$ cat src/design/srcp_pkg.sv
// ----------------------------------------------------------------------------
// srcp_pkg
// Shared types, codes and constants of the strand read coverage profile unit.
// ----------------------------------------------------------------------------
`timescale 1ns / 1ps
`default_nettype none

package srcp_pkg;

    localparam int MAX_FRAGMENT_DEF = 65536;
    localparam int STAT_W           = 40;
    localparam int CFG_DW           = 17;
    localparam int CFG_IW           = 1;

    typedef logic [3:0] t_flags;
    typedef logic [4:0] t_stat_idx;

    typedef struct packed {
        logic [1:0]  action;
        logic [2:0]  cigar_op;
        logic [15:0] read_start;
        logic        read_strand;
        logic [7:0]  read_hits;
        logic        last_op;
    } t_in_item;

    typedef struct packed {
        t_stat_idx         stat_index;
        logic [STAT_W-1:0] stat_value;
        logic              last_stat;
    } t_out_item;

    typedef struct packed {
        logic [31:0] reads;
        logic [31:0] uniq_reads;
        logic [31:0] same_reads;
        logic [31:0] same_uniq_reads;
        logic [39:0] ms_all;
        logic [39:0] ms_uniq;
        logic [39:0] ms_same;
        logic [39:0] ms_same_uniq;
        logic [39:0] ms_opp;
        logic [39:0] ms_opp_uniq;
        logic [31:0] out_of_range;
    } t_counts;

    typedef struct packed {
        logic upd;
        logic sweep;
        logic walk;
    } t_mem_ctl;

    typedef enum logic [2:0] {
        S_SWEEP,
        S_RUN,
        S_DRAIN_FIN,
        S_DRAIN_CLR,
        S_WALK,
        S_REPORT
    } t_state;

    localparam logic [1:0] ACT_CIGAR = 2'd0;
    localparam logic [1:0] ACT_FINAL = 2'd1;
    localparam logic [1:0] ACT_CLEAR = 2'd2;

    localparam logic [2:0] OP_UNKNOWN  = 3'd0;
    localparam logic [2:0] OP_MATCH    = 3'd1;
    localparam logic [2:0] OP_DELETION = 3'd3;

    localparam t_flags FLAG_UNIQ_SAME = 4'b0001;
    localparam t_flags FLAG_MULT_SAME = 4'b0010;
    localparam t_flags FLAG_UNIQ_OPP  = 4'b0100;
    localparam t_flags FLAG_MULT_OPP  = 4'b1000;

    localparam logic [CFG_IW-1:0] CFG_STRAND = 1'd0;
    localparam logic [CFG_IW-1:0] CFG_LENGTH = 1'd1;

    localparam t_stat_idx STAT_COVERED       = 5'd0;
    localparam t_stat_idx STAT_UNIQ_POS      = 5'd1;
    localparam t_stat_idx STAT_SAME_POS      = 5'd2;
    localparam t_stat_idx STAT_SAME_UNIQ_POS = 5'd3;
    localparam t_stat_idx STAT_OPP_POS       = 5'd4;
    localparam t_stat_idx STAT_OPP_UNIQ_POS  = 5'd5;
    localparam t_stat_idx STAT_READS         = 5'd6;
    localparam t_stat_idx STAT_UNIQ_READS    = 5'd7;
    localparam t_stat_idx STAT_SAME_READS    = 5'd8;
    localparam t_stat_idx STAT_SAME_UNIQ_RD  = 5'd9;
    localparam t_stat_idx STAT_MS_ALL        = 5'd10;
    localparam t_stat_idx STAT_MS_UNIQ       = 5'd11;
    localparam t_stat_idx STAT_MS_SAME       = 5'd12;
    localparam t_stat_idx STAT_MS_SAME_UNIQ  = 5'd13;
    localparam t_stat_idx STAT_MS_OPP        = 5'd14;
    localparam t_stat_idx STAT_MS_OPP_UNIQ   = 5'd15;
    localparam t_stat_idx STAT_OUT_OF_RANGE  = 5'd16;
    localparam t_stat_idx STAT_LAST          = 5'd16;

endpackage

`default_nettype wire

$ cat src/design/srcp_stat_out.sv
// ----------------------------------------------------------------------------
// srcp_stat_out
// Statistic select and output register of the report channel.
// ----------------------------------------------------------------------------
`timescale 1ns / 1ps
`default_nettype none

module srcp_stat_out (
    input  wire                                  i_clk,
    input  wire                                  i_rst_n,
    input  wire                                  i_load,
    input  srcp_pkg::t_stat_idx                  i_idx,
    input  wire  [5:0][srcp_pkg::STAT_W-1:0]     i_cov,
    input  srcp_pkg::t_counts                    i_counts,
    input  wire                                  i_stall,
    output logic                                 o_valid,
    output srcp_pkg::t_out_item                  o_item,
    output logic                                 o_free
);
    import srcp_pkg::*;

    logic              r_vld;
    t_out_item         r_item;
    logic [STAT_W-1:0] value;

    always_comb begin
        unique case (i_idx)
            STAT_COVERED:       value = i_cov[0];
            STAT_UNIQ_POS:      value = i_cov[1];
            STAT_SAME_POS:      value = i_cov[2];
            STAT_SAME_UNIQ_POS: value = i_cov[3];
            STAT_OPP_POS:       value = i_cov[4];
            STAT_OPP_UNIQ_POS:  value = i_cov[5];
            STAT_READS:         value = STAT_W'(i_counts.reads);
            STAT_UNIQ_READS:    value = STAT_W'(i_counts.uniq_reads);
            STAT_SAME_READS:    value = STAT_W'(i_counts.same_reads);
            STAT_SAME_UNIQ_RD:  value = STAT_W'(i_counts.same_uniq_reads);
            STAT_MS_ALL:        value = i_counts.ms_all;
            STAT_MS_UNIQ:       value = i_counts.ms_uniq;
            STAT_MS_SAME:       value = i_counts.ms_same;
            STAT_MS_SAME_UNIQ:  value = i_counts.ms_same_uniq;
            STAT_MS_OPP:        value = i_counts.ms_opp;
            STAT_MS_OPP_UNIQ:   value = i_counts.ms_opp_uniq;
            STAT_OUT_OF_RANGE:  value = STAT_W'(i_counts.out_of_range);
            default:            value = '0;
        endcase
        o_free = !r_vld || !i_stall;
    end

    always_ff @(posedge i_clk) begin
        if (!i_rst_n) begin
            r_vld <= 1'b0;
        end else if (i_load) begin
            r_vld <= 1'b1;
        end else if (!i_stall) begin
            r_vld <= 1'b0;
        end
        if (i_load) begin
            r_item.stat_index <= i_idx;
            r_item.stat_value <= value;
            r_item.last_stat  <= (i_idx == STAT_LAST);
        end
    end

    assign o_valid = r_vld;
    assign o_item  = r_item;

endmodule

`default_nettype wire

$ cat config.mk
export PLATFORM = sky130hd
export DESIGN_NAME = srcp_stat_out
export DESIGN_NICKNAME = d
export VERILOG_FILES = /design/src/design/srcp_pkg.sv /design/src/design/srcp_stat_out.sv
export SDC_FILE = /design/constraint.sdc
export NUM_CORES = 1
export LEC_CHECK = 0
export ABC_AREA = 1
export BUFFER_PORTS_ARGS = -buffer_cell sky130_fd_sc_hd__buf_2
export CORE_AREA = 5 5 268 270
export DETAILED_ROUTE_END_ITERATION = 16
export DIE_AREA = 0 0 273 275
export HOLD_SLACK_MARGIN = 0.08
export PLACE_DENSITY = 0.3
export SYNTH_ARGS = -nofsm -noshare
export SYNTH_HDL_FRONTEND = slang
export SYNTH_SLANG_ARGS = --single-unit
$ cat constraint.sdc
create_clock -name i_clk -period 3.9 [get_ports i_clk]
set_input_delay 0.39 -clock i_clk [delete_from_list [all_inputs] [get_ports i_clk]]
set_output_delay 0.39 -clock i_clk [all_outputs]
set_load 0.02 [all_outputs]
# Word level (Yosys, flattened, before mapping)
# Cells that the tools add are included.
# classes
n_eq_ne,17
n_reduce_logical,4
mux,3
# ops
op,count
$pmux 40 s17,1
$eq 5x4->1 const B,8
$eq 5x3->1 const B,4
$eq 5x2->1 const B,2
$eq 5x1->1 const B,1
$eq 5x5->1 const B,1
$logic_not 5->1,1
$logic_not 1->1,2
$mux 1,2
$ne 2x2->1 const B,1
$logic_or 1x1->1,1
# totals
wordCells,28
reg_bits,47
output_inout_bits,48

# Longest topological paths before layout
# logic_depth
ltp_word,2
mapped_depth,12

# Least setup slack after synthesis
# Ideal clock, no wire load.
# synth_path
kind,in2reg
from,input i_idx[4]
to,"register r_item (netlist bit o_item[3]), data pin"
setup_ns,0.254
slack_ns,2.213
arrival_ns,1.433
path_buffers,3
path_stages,12
cell_sequence,buf_2 -> inv_4 -> nand3b_1 -> nor2_1 -> buf_2 -> buf_4 -> nand2_1 -> nand2_1 -> inv_1 -> nand2_1 -> nor2_1 -> nand2_1
# synth_via
elab_chain_len,2
word_cells_on_any_way,18
classes_between,eq/ne: 16; mux: 1; reduce/logical: 1
# synth_rtl
item,line,text
start: declaration,srcp_stat_out.sv:12,"input srcp_pkg::t_stat_idx i_idx,"
"$eq 5x5->1, or another cell as far along",srcp_stat_out.sv:27,unique case (i_idx)
$pmux 40 s17 *,srcp_stat_out.sv:27,
via value[2],srcp_stat_out.sv:24,logic [STAT_W-1:0] value;
end: declaration,srcp_stat_out.sv:23,t_out_item r_item;
# The timed path passes the listed nets; every way through them passes the cells marked *.
# A chain may end at the register's enable or synchronous reset.

# Worst setup path after layout
# layout_path
from,input i_idx[0]
to,"register r_item (netlist bit o_item[22]), data pin"
# The elaborated chain is that of the path after synthesis.

==> summary.md <==
| Metric | Value |
|---|---|
| Filler cell count | 8345 |
| Die area | 75100 um^2 |
| GR Util All Layers | 16.0% |
| Io pins | 697 |
| Max-cap violations | 0 |
| Remaining DRCs | 0 |
| Detailed placer's ending HPWL | 51000 um |
| Antenna-violating nets left | 0 |
| Endpoints failing setup | 0 |
| Post-CTS Setup Inserts | 0 |
| Yosys warnings | 0 |
| Syn Area/Cell | 5.02 um^2 |
| TritonCTS Buffers | 5 |
| Area grow syn2layout | 66.4% |
| Core ar. | 69300 um^2 |
| Final Cell Area | 12000 um^2 |
| Worst setup EP type | flip-flop |
| Synth area leaders | nand2_1, edfxtp_1, nor2_1, nand4_1, nand3_1 |
| Cts repair resizes | 0 |
| Cell area after placement | 11800 um^2 |
| Area of the mapped netlist | 7200 um^2 |
| Max IR drop VDD | 0.149 mV |
| RSZ-0062 raised after global routing | no |
| Min Tclk post-route | 2370 ps |
| Fin Clk Skew | 0 ps |
| Total power | 2.03 mW |
| Sequential share of the synthesized area | 19.5% |
| Cts hold-fix bufs | 0 |
| Wirelength per Cell | 21.5 um |
| Chip height | 275 um |
| Initial antenna violation count | 13 |
| CTS H-tree lvls | 2 |
| Vias per cell | 3.93 |
| Commonest non-fill, non-tap cell in the layout | buf_2 |
| Clock slew at reported path FFs | 90 ps |
| Worst R2R Setup Slack | 3230 ps |
| Crit Path Class | primary input to flip-flop |
| Synth Register Bits | 47 |
| CTS tree | yes |
| Mapped Cells | 1433 |
| Vias | 11900 |
| Hold crit path type | primary input to flip-flop |
| Pre-antenna DRT Iters | 5 |
| CP Max Fanout | 31 |
| Setup ws final | 1530 ps |
| Total grt overflow | 0 |
| Outcome | complete, no violations |
| Achievable clock frequency | 421 MHz |
| Final nets | 2725 |
| Max-slew violation count | 0 |
| Rows | 97 |
| CTS Sinks | 47 |
| Gpl congestion | 0.858 |
| Vias in the first global route | 12600 |
| Dpl ws | 1130 ps |
| P per Cell Area | 169 nW/um^2 |
| Final wirelength | 64900 um |
| Max transition margin | 19.3% |
| Final period util | 60.9% |
| Most frequent cells in the layout | buf_2, nand2_1, nor2_1 |
| CP required | 4110 ps |
| Worst Tran Pin Value | 1210 ps |
| Initial DRC Count | 625 |
| Area share of the largest cell type after synthesis | 35.1% |
| Yosys top cell by area | nand2_1 |
| Die width | 273 um |
| Final setup TNS | 0 ps |
| Startpoint types | primary input |
| Fin util | 17.3% |
| First-pass GRT wire length | 87900 um |
| Clock Path Buffers | 2 |
| Worst-Skew Late Latency | 330 ps |
| Cell variety after synth | 20 |
| I/O Buffers | 696 |
| Initial Util | 10.4% |
| Count of final hold-check violations | 0 |
| Largest net degree at the start of global routing | 51 |
| Layout cells sized above 1 | 36.2% |
| CP arrival | 2580 ps |
| Pleak | 6.73 nW |
| CTS root buffer | clkbuf_16 |
| Syn nets | 2082 |
critical path: stages:
cell	delay, ps
buf_2	170
buf_4	370
nand3_2	1000
nor2_1	370
nor2_1	80
nand2_1	70
nor2_1	40
nand2_1	40
Yosys cell counts (all sizes together):
library cell / instances
edfxtp: 46
nand2: 673
nand4: 135
nor3: 2
clkbuf: 30
nand3b: 1
nor2: 234
buf: 58
o21ai: 6
nand3: 107
dfxtp: 1
inv: 139
a21boi: 1
path summary, 6_finish.rpt:
path | cells after the start | start | endpoint
min reg2reg | 2 | o_valid$_SDFFE_PN0P_ | o_valid$_SDFFE_PN0P_
max reg2reg | 2 | o_valid$_SDFFE_PN0P_ | o_valid$_SDFFE_PN0P_
min | 2 | i_rst_n | o_valid$_SDFFE_PN0P_
max | 8 | i_idx[0] | o_item[22]$_DFFE_PP_
logic make-up (layout without fill, tap and decap cells):
group           after synthesis  after routing  synth area share, %
simple gates               1152           1152                 67.1
buf+inv                     227            871                 12.9
flops                        47             47                 19.5
compound gates                7              7                0.522
other cells                   0              6                    0
through the flow:
stage	hold WS [ps]	instances
2_1_floorplan	489	1433
3_3_place_gp	503	3009
3_5_place_dp	516	3009
4_1_cts	267	3017
5_1_grt	283	3019
6_report	303	3023
state kept, by name, indices dropped and copies added, names as in the netlist:
| signal | cells |
|---|---|
| o_item | 46 |
| o_valid | 1 |
power breakdown:
part	switching, mW	leakage [nW]	total, mW	internal [mW]
Combinational	0.501	6.21	0.848	0.347
Clock	0.294	0.0748	0.541	0.247
Sequential	0.0154	0.452	0.638	0.622
layer usage:
layer,vias up,wire (um),global-route usage [%]
met4,10,1260,3.49
met2,500,32300,29.0
met1,5492,27000,19.4
met5,-,64,0
li1,5815,-,-
met3,66,4250,3.70
cell type report:
cell class	count	area, um^2	area share (%)
inverter	139	527	4.40
multi-input combinational	1159	4960	41.4
tap	940	1180	9.82
clock inverter	3	26.3	0.219
clock buffer	5	125	1.04
timing repair buffer	724	3750	31.3
sequential	47	1400	11.7
antenna	6	15.0	0.125
No activity file was read; power rests on OpenSTA's default activity.
