<file path="config.mk">
export PLATFORM = sky130hd
export DESIGN_NAME = srcp_read_track
export DESIGN_NICKNAME = d
export VERILOG_FILES = /design/src/design/srcp_pkg.sv /design/src/design/srcp_read_track.sv
export SDC_FILE = /design/constraint.sdc
export NUM_CORES = 1
export LEC_CHECK = 0
export BUFFER_PORTS_ARGS = -buffer_cell sky130_fd_sc_hd__buf_2
export CAP_MARGIN = 20
export CORE_UTILIZATION = 45
export CTS_CLUSTER_DIAMETER = 100
export DETAILED_ROUTE_END_ITERATION = 16
export MAX_ROUTING_LAYER = met4
export PLACE_DENSITY_LB_ADDON = 0.25
export SYNTH_ARGS = -nofsm -noshare
export SYNTH_HDL_FRONTEND = slang
export SYNTH_SLANG_ARGS = --single-unit
</file>
<file path="constraint.sdc">
create_clock -name i_clk -period 7.3 [get_ports i_clk]
set_input_delay 1.095 -clock i_clk [delete_from_list [all_inputs] [get_ports i_clk]]
set_output_delay 1.095 -clock i_clk [all_outputs]
set_load 0.05 [all_outputs]
</file>
<file path="src/design/srcp_pkg.sv">
// ----------------------------------------------------------------------------
// srcp_pkg
// Shared types, codes and constants of the strand read coverage profile unit.
// ----------------------------------------------------------------------------
`timescale 1ns / 1ps
`default_nettype none

package srcp_pkg;

    localparam int MAX_FRAGMENT_DEF = 65536;
    localparam int STAT_W           = 40;
    localparam int CFG_DW           = 17;
    localparam int CFG_IW           = 1;

    typedef logic [3:0] t_flags;
    typedef logic [4:0] t_stat_idx;

    typedef struct packed {
        logic [1:0]  action;
        logic [2:0]  cigar_op;
        logic [15:0] read_start;
        logic        read_strand;
        logic [7:0]  read_hits;
        logic        last_op;
    } t_in_item;

    typedef struct packed {
        t_stat_idx         stat_index;
        logic [STAT_W-1:0] stat_value;
        logic              last_stat;
    } t_out_item;

    typedef struct packed {
        logic [31:0] reads;
        logic [31:0] uniq_reads;
        logic [31:0] same_reads;
        logic [31:0] same_uniq_reads;
        logic [39:0] ms_all;
        logic [39:0] ms_uniq;
        logic [39:0] ms_same;
        logic [39:0] ms_same_uniq;
        logic [39:0] ms_opp;
        logic [39:0] ms_opp_uniq;
        logic [31:0] out_of_range;
    } t_counts;

    typedef struct packed {
        logic upd;
        logic sweep;
        logic walk;
    } t_mem_ctl;

    typedef enum logic [2:0] {
        S_SWEEP,
        S_RUN,
        S_DRAIN_FIN,
        S_DRAIN_CLR,
        S_WALK,
        S_REPORT
    } t_state;

    localparam logic [1:0] ACT_CIGAR = 2'd0;
    localparam logic [1:0] ACT_FINAL = 2'd1;
    localparam logic [1:0] ACT_CLEAR = 2'd2;

    localparam logic [2:0] OP_UNKNOWN  = 3'd0;
    localparam logic [2:0] OP_MATCH    = 3'd1;
    localparam logic [2:0] OP_DELETION = 3'd3;

    localparam t_flags FLAG_UNIQ_SAME = 4'b0001;
    localparam t_flags FLAG_MULT_SAME = 4'b0010;
    localparam t_flags FLAG_UNIQ_OPP  = 4'b0100;
    localparam t_flags FLAG_MULT_OPP  = 4'b1000;

    localparam logic [CFG_IW-1:0] CFG_STRAND = 1'd0;
    localparam logic [CFG_IW-1:0] CFG_LENGTH = 1'd1;

    localparam t_stat_idx STAT_COVERED       = 5'd0;
    localparam t_stat_idx STAT_UNIQ_POS      = 5'd1;
    localparam t_stat_idx STAT_SAME_POS      = 5'd2;
    localparam t_stat_idx STAT_SAME_UNIQ_POS = 5'd3;
    localparam t_stat_idx STAT_OPP_POS       = 5'd4;
    localparam t_stat_idx STAT_OPP_UNIQ_POS  = 5'd5;
    localparam t_stat_idx STAT_READS         = 5'd6;
    localparam t_stat_idx STAT_UNIQ_READS    = 5'd7;
    localparam t_stat_idx STAT_SAME_READS    = 5'd8;
    localparam t_stat_idx STAT_SAME_UNIQ_RD  = 5'd9;
    localparam t_stat_idx STAT_MS_ALL        = 5'd10;
    localparam t_stat_idx STAT_MS_UNIQ       = 5'd11;
    localparam t_stat_idx STAT_MS_SAME       = 5'd12;
    localparam t_stat_idx STAT_MS_SAME_UNIQ  = 5'd13;
    localparam t_stat_idx STAT_MS_OPP        = 5'd14;
    localparam t_stat_idx STAT_MS_OPP_UNIQ   = 5'd15;
    localparam t_stat_idx STAT_OUT_OF_RANGE  = 5'd16;
    localparam t_stat_idx STAT_LAST          = 5'd16;

endpackage

`default_nettype wire

</file>
<file path="src/design/srcp_read_track.sv">
// ----------------------------------------------------------------------------
// srcp_read_track
// Per-read walk over cigar operations, profile update requests, and the
// saturating read, match and out-of-range counters.
// ----------------------------------------------------------------------------
`timescale 1ns / 1ps
`default_nettype none

module srcp_read_track #(
    parameter int   MAX_FRAGMENT = srcp_pkg::MAX_FRAGMENT_DEF,
    localparam int  AW           = $clog2(MAX_FRAGMENT),
    localparam int  LW           = $clog2(MAX_FRAGMENT + 1),
    localparam int  WLW          = (LW > 17) ? LW : 17
) (
    input  wire                      i_clk,
    input  wire                      i_rst_n,
    input  wire                      i_clr,
    input  wire                      i_acc,
    input  srcp_pkg::t_in_item       i_item,
    input  wire                      i_frag_strand,
    input  wire  [WLW-1:0]           i_window,
    output srcp_pkg::t_counts        o_counts,
    output logic                     o_upd_vld,
    output logic [AW-1:0]            o_upd_addr,
    output srcp_pkg::t_flags         o_upd_bits
);
    import srcp_pkg::*;

    localparam int PW = (WLW > 18) ? WLW : 18;

    logic [16:0]   r_walk;
    logic [15:0]   r_mcount;
    t_counts       r_counts;
    logic [16:0]   n_walk;
    logic [15:0]   n_mcount;
    t_counts       n_counts;

    logic          is_move;
    logic          is_match;
    logic          same;
    logic          multi;
    logic          in_win;
    logic [17:0]   pos;
    logic [PW-1:0] pos_x;
    logic [PW-1:0] win_x;

    function automatic logic [31:0] inc32(input logic [31:0] a);
        inc32 = (a == '1) ? a : a + 32'd1;
    endfunction

    function automatic logic [39:0] add40(input logic [39:0] a, input logic [15:0] b);
        logic [40:0] s;
        s     = {1'b0, a} + {25'd0, b};
        add40 = s[40] ? '1 : s[39:0];
    endfunction

    always_comb begin
        is_match = (i_item.cigar_op == OP_MATCH);
        is_move  = is_match || (i_item.cigar_op == OP_UNKNOWN)
                 || (i_item.cigar_op == OP_DELETION);
        same     = (i_item.read_strand == i_frag_strand);
        multi    = (i_item.read_hits > 8'd1);
        pos      = {2'b00, i_item.read_start} + {1'b0, r_walk};
        pos_x    = PW'(pos);
        win_x    = PW'(i_window);
        in_win   = (pos_x < win_x);

        o_upd_vld  = i_acc && is_match && in_win;
        o_upd_addr = pos_x[AW-1:0];
        if (same) begin
            o_upd_bits = multi ? FLAG_MULT_SAME : FLAG_UNIQ_SAME;
        end else begin
            o_upd_bits = multi ? FLAG_MULT_OPP : FLAG_UNIQ_OPP;
        end

        n_counts = r_counts;
        n_mcount = r_mcount;
        n_walk   = r_walk;
        if (is_match) begin
            if (!in_win) begin
                n_counts.out_of_range = inc32(r_counts.out_of_range);
            end
            if (r_mcount != '1) begin
                n_mcount = r_mcount + 16'd1;
            end
        end
        if (is_move && (r_walk != '1)) begin
            n_walk = r_walk + 17'd1;
        end
        if (i_item.last_op) begin
            n_counts.reads  = inc32(r_counts.reads);
            n_counts.ms_all = add40(r_counts.ms_all, n_mcount);
            if (same) begin
                n_counts.same_reads = inc32(r_counts.same_reads);
                n_counts.ms_same    = add40(r_counts.ms_same, n_mcount);
            end else begin
                n_counts.ms_opp = add40(r_counts.ms_opp, n_mcount);
            end
            if (!multi) begin
                n_counts.uniq_reads = inc32(r_counts.uniq_reads);
                n_counts.ms_uniq    = add40(r_counts.ms_uniq, n_mcount);
                if (same) begin
                    n_counts.same_uniq_reads = inc32(r_counts.same_uniq_reads);
                    n_counts.ms_same_uniq    = add40(r_counts.ms_same_uniq, n_mcount);
                end else begin
                    n_counts.ms_opp_uniq = add40(r_counts.ms_opp_uniq, n_mcount);
                end
            end
            n_walk   = '0;
            n_mcount = '0;
        end
    end

    always_ff @(posedge i_clk) begin
        if (!i_rst_n || i_clr) begin
            r_walk   <= '0;
            r_mcount <= '0;
            r_counts <= '0;
        end else if (i_acc) begin
            r_walk   <= n_walk;
            r_mcount <= n_mcount;
            r_counts <= n_counts;
        end
    end

    assign o_counts = r_counts;

endmodule

`default_nettype wire

</file>
After elaboration in Yosys (flattened, before gate mapping)

Index checks and enable logic that the tools add are counted.

Input port bits: 53
Output and inout port bits: 421
Register bits after elaboration: 433

Equal/unequal tests: 10
$lt $le $gt $ge: 2
Reduce and logical (&&, ||, !) cells: 21
Muxes and demuxes: 14
Add/subtract/negate cells: 14
Bitwise logic cells: 8

Operator list:

| cell                                                                  | number |
|---|---|
| 40-bit by 16-bit adder with 41-bit output                             | 6 |
| 40-bit 2-to-1 mux                                                     | 6 |
| 32-bit by 1-bit adder with 32-bit output, second input constant       | 5 |
| 32-bit equality test, second input constant                           | 5 |
| 16-bit 2-to-1 mux                                                     | 3 |
| 17-bit 2-to-1 mux                                                     | 2 |
| 4-bit AND reduction                                                   | 5 |
| 16-bit by 17-bit adder with 18-bit output                             | 1 |
| 18-bit by 17-bit less-than comparator with 1-bit output               | 1 |
| 17-bit by 1-bit adder with 17-bit output, second input constant       | 1 |
| 17-bit != test, second input constant                                 | 1 |
| 16-bit by 1-bit adder with 16-bit output, second input constant       | 1 |
| 16-bit != test, second input constant                                 | 1 |
| 3-bit AND reduction                                                   | 4 |
| 8-bit by 1-bit > comparator with 1-bit output, second input constant  | 1 |
| 4-bit 2-to-1 mux                                                      | 2 |
| 1-bit inverter                                                        | 8 |
| 5-bit AND reduction                                                   | 1 |
| 2-bit AND reduction                                                   | 2 |
| 3-bit by 1-bit equality test with 1-bit output, second input constant | 1 |
| 3-bit by 2-bit equality test with 1-bit output, second input constant | 1 |
| 1-bit logical AND                                                     | 3 |
| 3-bit logical NOT                                                     | 1 |
| 1-bit logical OR                                                      | 3 |
| other kinds (4)                                                       | 4 |

Longest topological paths before layout

Depth after elaboration: 6
Gate-level depth with buffers: 20

Worst setup path before layout

OpenSTA, ideal clock, no wires.

Kind: input to output
Start point: input i_item[11] in the netlist's numbering
End point: output o_upd_vld
Data required time: 6205 ps
Arrival time: 5531 ps
Stages: 17
Setup slack: 674 ps
Cells stage by stage: ha_1 -> a21o_1 -> a211oi_1 -> o21a_1 -> o21ai_0 -> o41ai_1 -> o21ai_0 -> xor2_1 -> ha_1 -> a21o_1 -> a21oi_1 -> nand2_1 -> a311oi_1 -> o31a_1 -> buf_2 -> clkbuf_1 -> and2_1

Word-level cells in the longest chain between the ends: 3

Ends and longest elaborated chain:

| item                                                    | line                  | text |
|---|---|---|
| start: declaration                                      | srcp_read_track.sv:19 | `input srcp_pkg::t_in_item i_item,` |
| 16-bit by 17-bit adder with 18-bit output               | srcp_read_track.sv:63 | `pos = {2'b00, i_item.read_start} + {1'b0, r_walk};` |
| net o_upd_addr[15]                                      | srcp_read_track.sv:24 | `output logic [AW-1:0] o_upd_addr,` |
| 18-bit by 17-bit less-than comparator with 1-bit output | srcp_read_track.sv:66 | `in_win = (pos_x < win_x);` |
| 1-bit logical AND                                       | srcp_read_track.sv:68 | `o_upd_vld = i_acc && is_match && in_win;` |
| end: declaration                                        | srcp_read_track.sv:23 | `output logic o_upd_vld,` |

The timed path passes the listed nets, and every way through them passes these cells.

Worst setup path after layout

Start point: input i_item[10] in the netlist's numbering
End point: output o_upd_vld

Word-level cells in the longest chain between the ends: 3

Ends and longest elaborated chain:

| item                                                    | line |
|---|---|
| 16-bit by 17-bit adder with 18-bit output               | srcp_read_track.sv:63 |
| 18-bit by 17-bit less-than comparator with 1-bit output | srcp_read_track.sv:66 |
| 1-bit logical AND                                       | srcp_read_track.sv:68 |

No other way between the ends.

==> flow_metrics.env <==
export IMPL_hold_path_cell_count=2
export IMPL_cts_hold_buffers_added=0
export IMPL_worst_path_clk_slew_ns=0.06
export IMPL_drc_errors=0
export IMPL_cts_htree_levels=2
export IMPL_dr_first_iter_drc_count=1353
export IMPL_synth_warnings=0
export IMPL_die_y_um=237.7
export IMPL_filler_cell_count=5356
export IMPL_grt_first_pass_wirelength_um=120500
export IMPL_final_antenna_diode_count=0
export IMPL_postLayoutCellArea_um2=29970
export IMPL_std_cell_rows=86
export IMPL_slowest_delay_ns=0.44
export IMPL_cts_post_setup_buffers_inserted=0
export IMPL_hold_path_startpoint="o_counts[25]$_SDFFE_PP0P_"
export IMPL_power_net_switching_mw=1.254
export IMPL_final_max_slew_viol_count=0
export IMPL_comb_power_share=0.046
export IMPL_timing_worst_slew_pin_value_ns=0.9708
export IMPL_setup_total_negative_slack_ns=0
export IMPL_postSynth_topFlopCell="sky130_fd_sc_hd__dfxtp_1"
export IMPL_netSwitchingFraction=0.2345
export IMPL_worst_r2r_endpoint="o_counts[55]$_SDFFE_PP0P_"
export IMPL_hold_path_end="o_counts[25]$_SDFFE_PP0P_"
export IMPL_clockPowerShare=0.509
export IMPL_multiInputGateArea_um2=15490
export IMPL_grt_ovfl_total=0
export IMPL_numPortBuffers=470
export IMPL_share_of_layout_cells_above_drive_strength_1=0.1781
export IMPL_dr_total_vias=24332
export IMPL_synth_edff_count=0
export IMPL_final_setup_skew_ns=0.02301
export IMPL_finalPower_mw=5.349
export IMPL_postCtsResizedCells=0
export IMPL_busiest_layer="met2"
export IMPL_globalRouteMet2Util=0.4395
export IMPL_floorplan_core_area_um2=54990
export IMPL_largest_vdd_supply_drop_v=0.0001848
export IMPL_ctsLongestPathBuffers=3
export IMPL_cts_root_buffer="sky130_fd_sc_hd__clkbuf_16"
export IMPL_critPathRequiredTime_ns=6.20
export IMPL_drtPass1Iterations=5
export IMPL_reg2reg_depth=15
export IMPL_finalHoldViolations=0
export IMPL_synthArstFlopShare=0
export IMPL_cp_data_arrival_time_ns=5.06
export IMPL_post_drt_wl_per_cell_um=17.98
export IMPL_globalRouteTotalUtil=0.2725
export IMPL_numClockSinks=433
export IMPL_placement_cell_area_um2=28150
export IMPL_synth_sequential_area_ratio=0.3468
export IMPL_first_global_vias=22118
export IMPL_cp_end_kind="output pin"
export IMPL_relSlewSlack=0.3504
export IMPL_post_synth_inst_count=3096
export IMPL_grt_antenna_before_repair=1
export IMPL_final_seq_area_um2=8668
export IMPL_initial_core_util=0.4546
export IMPL_setup_worst_path_class="in2out"
export IMPL_nNetsFinal=3736
export IMPL_use_met1=0.3403
export IMPL_finalWirelength_um=77880
export IMPL_powerDensity_nw_per_um2=178.5
export IMPL_power_frac_seq=0.445
export IMPL_postSynthAreaPerCell_um2=8.074
export IMPL_syn_cell_area_um2=25000
export IMPL_number_of_violations_of_the_max_capacitance_limit=0
export IMPL_cts_made_buffers=52
export IMPL_pre_cts_slack_ns=1.149
export IMPL_timing_critical_path_from_type="input port"
export IMPL_cts_tree="built"
export IMPL_ys_seq_elements=433
export IMPL_io_pin_count=474
export IMPL_timing_final_crit_period_ns=6.155
export IMPL_fin_hold_ws_ns=0.4848
export IMPL_cellLeakagePower_nw=12.18
export IMPL_outcome="finished, final reports clean"
export IMPL_p_int_mw=4.095
export IMPL_slowest_stage="sky130_fd_sc_hd__or4_1"
export IMPL_rsz_0062_raised_after_global_routing="no"
export IMPL_hpwl_um=55990
export IMPL_grt_use_met3=0.05087
export IMPL_post_place_cells=4232
export IMPL_post_syn_nets=3292
export IMPL_crit_reg2reg_launch="r_mcount[0]$_SDFFE_PP0P_"
export IMPL_final_critical_path_setup_slack_ns=1.145
export IMPL_vias_per_cell=5.618
export IMPL_layout_core_utilization=0.5451
export IMPL_finalNonFillerCells=4331
export IMPL_grt_start_max_net_pins=173
export IMPL_setup_violations=0
export IMPL_worstSkewPairLatency_ns=0.61
export IMPL_globalplace_congestion=0.8861
export IMPL_max_clock_freq_mhz=162.5
export IMPL_hp_class="reg2reg"
export IMPL_ant_nets=0
export IMPL_critical_path_peak_fanout=3
export IMPL_post_synth_num_cell_types=78
export IMPL_timing_final_crit_share=0.8431
export IMPL_syn_to_final_growth_pct=19.90
export IMPL_regToRegSetupSlack_ns=1.94
export IMPL_die_area_um2=56500
export IMPL_critical_path_cell_chain="buf_2, ha_1, fa_1, a21o_1, a21oi_1, nand2b_1, a21o_1, a31oi_1, or4_1, a2111o_1, o211ai_1, ha_1, o2111ai_1, a21oi_1, a21boi_0, a311oi_1, o31a_1, and2_1, buf_2"
export IMPL_die_w_um=237.7
## worst max-delay path by stage
stage,from,to
3_3_place_gp,i_item[26],o_counts[55]$_SDFFE_PP0P_
4_1_cts,i_item[10],o_upd_vld
3_5_place_dp,i_item[10],o_upd_vld
6_report,i_item[10],o_upd_vld
5_1_grt,i_item[10],o_upd_vld
2_1_floorplan,i_item[11],o_upd_vld
## Yosys cell counts (all sizes together) (13+ instances only)
cell | n | share of area
clkbuf | 108 | 0.016
nand2b | 42 | 0.011
or2 | 14 | 0.0035
or3 | 54 | 0.014
ha | 136 | 0.068
xor2 | 130 | 0.046
o21ai | 219 | 0.044
nor2 | 287 | 0.043
buf | 13 | 0.0028
xnor2 | 146 | 0.051
and4 | 28 | 0.0099
a31oi | 29 | 0.0073
o211ai | 17 | 0.0051
o21a | 25 | 0.0075
nand3 | 147 | 0.029
a21oi | 298 | 0.060
and2 | 29 | 0.0073
a22oi | 14 | 0.0042
nor2b | 18 | 0.0045
nor3 | 113 | 0.023
and3 | 66 | 0.017
nand2 | 224 | 0.034
or4 | 15 | 0.0045
a311oi | 18 | 0.0063
a211oi | 23 | 0.0071
nor4 | 52 | 0.014
dfxtp | 433 | 0.35
mux2i | 34 | 0.014
a21o | 40 | 0.012
nand4 | 66 | 0.017
inv | 106 | 0.016
o21bai | 14 | 0.0042
## state kept, by name (all words and copies together) (netlist names)
register	count
o_counts	400
r_mcount	16
r_walk	17
## logic make-up (layout without fill, tap and decap cells)
family | Yosys count | count (layout) | synth area share
and+or+nand+nor | 1180 | 1180 | 0.2388
xor gates and xnor gates | 276 | 276 | 0.09670
DFF | 433 | 433 | 0.3468
buffers and inverters | 229 | 716 | 0.03519
AOI/OAI and AO/OA | 800 | 800 | 0.1948
adders and majority gates | 143 | 143 | 0.07368
muxes | 35 | 35 | 0.01406
## layer usage
metal  vias to the layer above  wire, µm
met1                     11445     34630
met4                         0      2317
met3                       130      4695
met5                         -         0
li1                      12140         -
met2                       617     36240
## power groups by stage
| stage | Combinational [mW] | Clock (mW) | Sequential (mW) |
|---|---|---|---|
| CTS | 0.248 | 2.77 | 2.38 |
| global route | 0.267 | 2.87 | 2.38 |
| global placement | 0.246 | 0 | 2.43 |
| detailed placement | 0.248 | 0 | 2.43 |
| finish | 0.247 | 2.72 | 2.38 |
| floorplan | 0.141 | 0 | 2.45 |
## layout make-up
class	count	area share
clock buffers	81	0.05277
repair buffers	511	0.08917
flip-flops and latches	433	0.2892
clock inverters	16	0.007389
well taps	748	0.03123
inverters	108	0.01353
multi-input cells	2434	0.5167
## placed cells by master (no fill, tap or decap), types with 106 or more instances in the layout
cell type	n
sky130_fd_sc_hd__nand3_1	147
sky130_fd_sc_hd__nor2_1	284
sky130_fd_sc_hd__nor3_1	111
sky130_fd_sc_hd__a21oi_1	298
sky130_fd_sc_hd__buf_2	470
sky130_fd_sc_hd__inv_1	106
sky130_fd_sc_hd__xnor2_1	146
sky130_fd_sc_hd__xor2_1	130
sky130_fd_sc_hd__nand2_1	224
sky130_fd_sc_hd__dfxtp_1	433
sky130_fd_sc_hd__o21ai_0	216
sky130_fd_sc_hd__ha_1	136
## critical path, delay by kind of cell
kind	cells	cell delay, ns
buffers and inverters	2	0.37
AOI/OAI and AO/OA	11	1.95
and+or+nand+nor	3	0.77
adders and majority gates	3	0.89
Note: power is estimated with default switching activity, not from simulation.
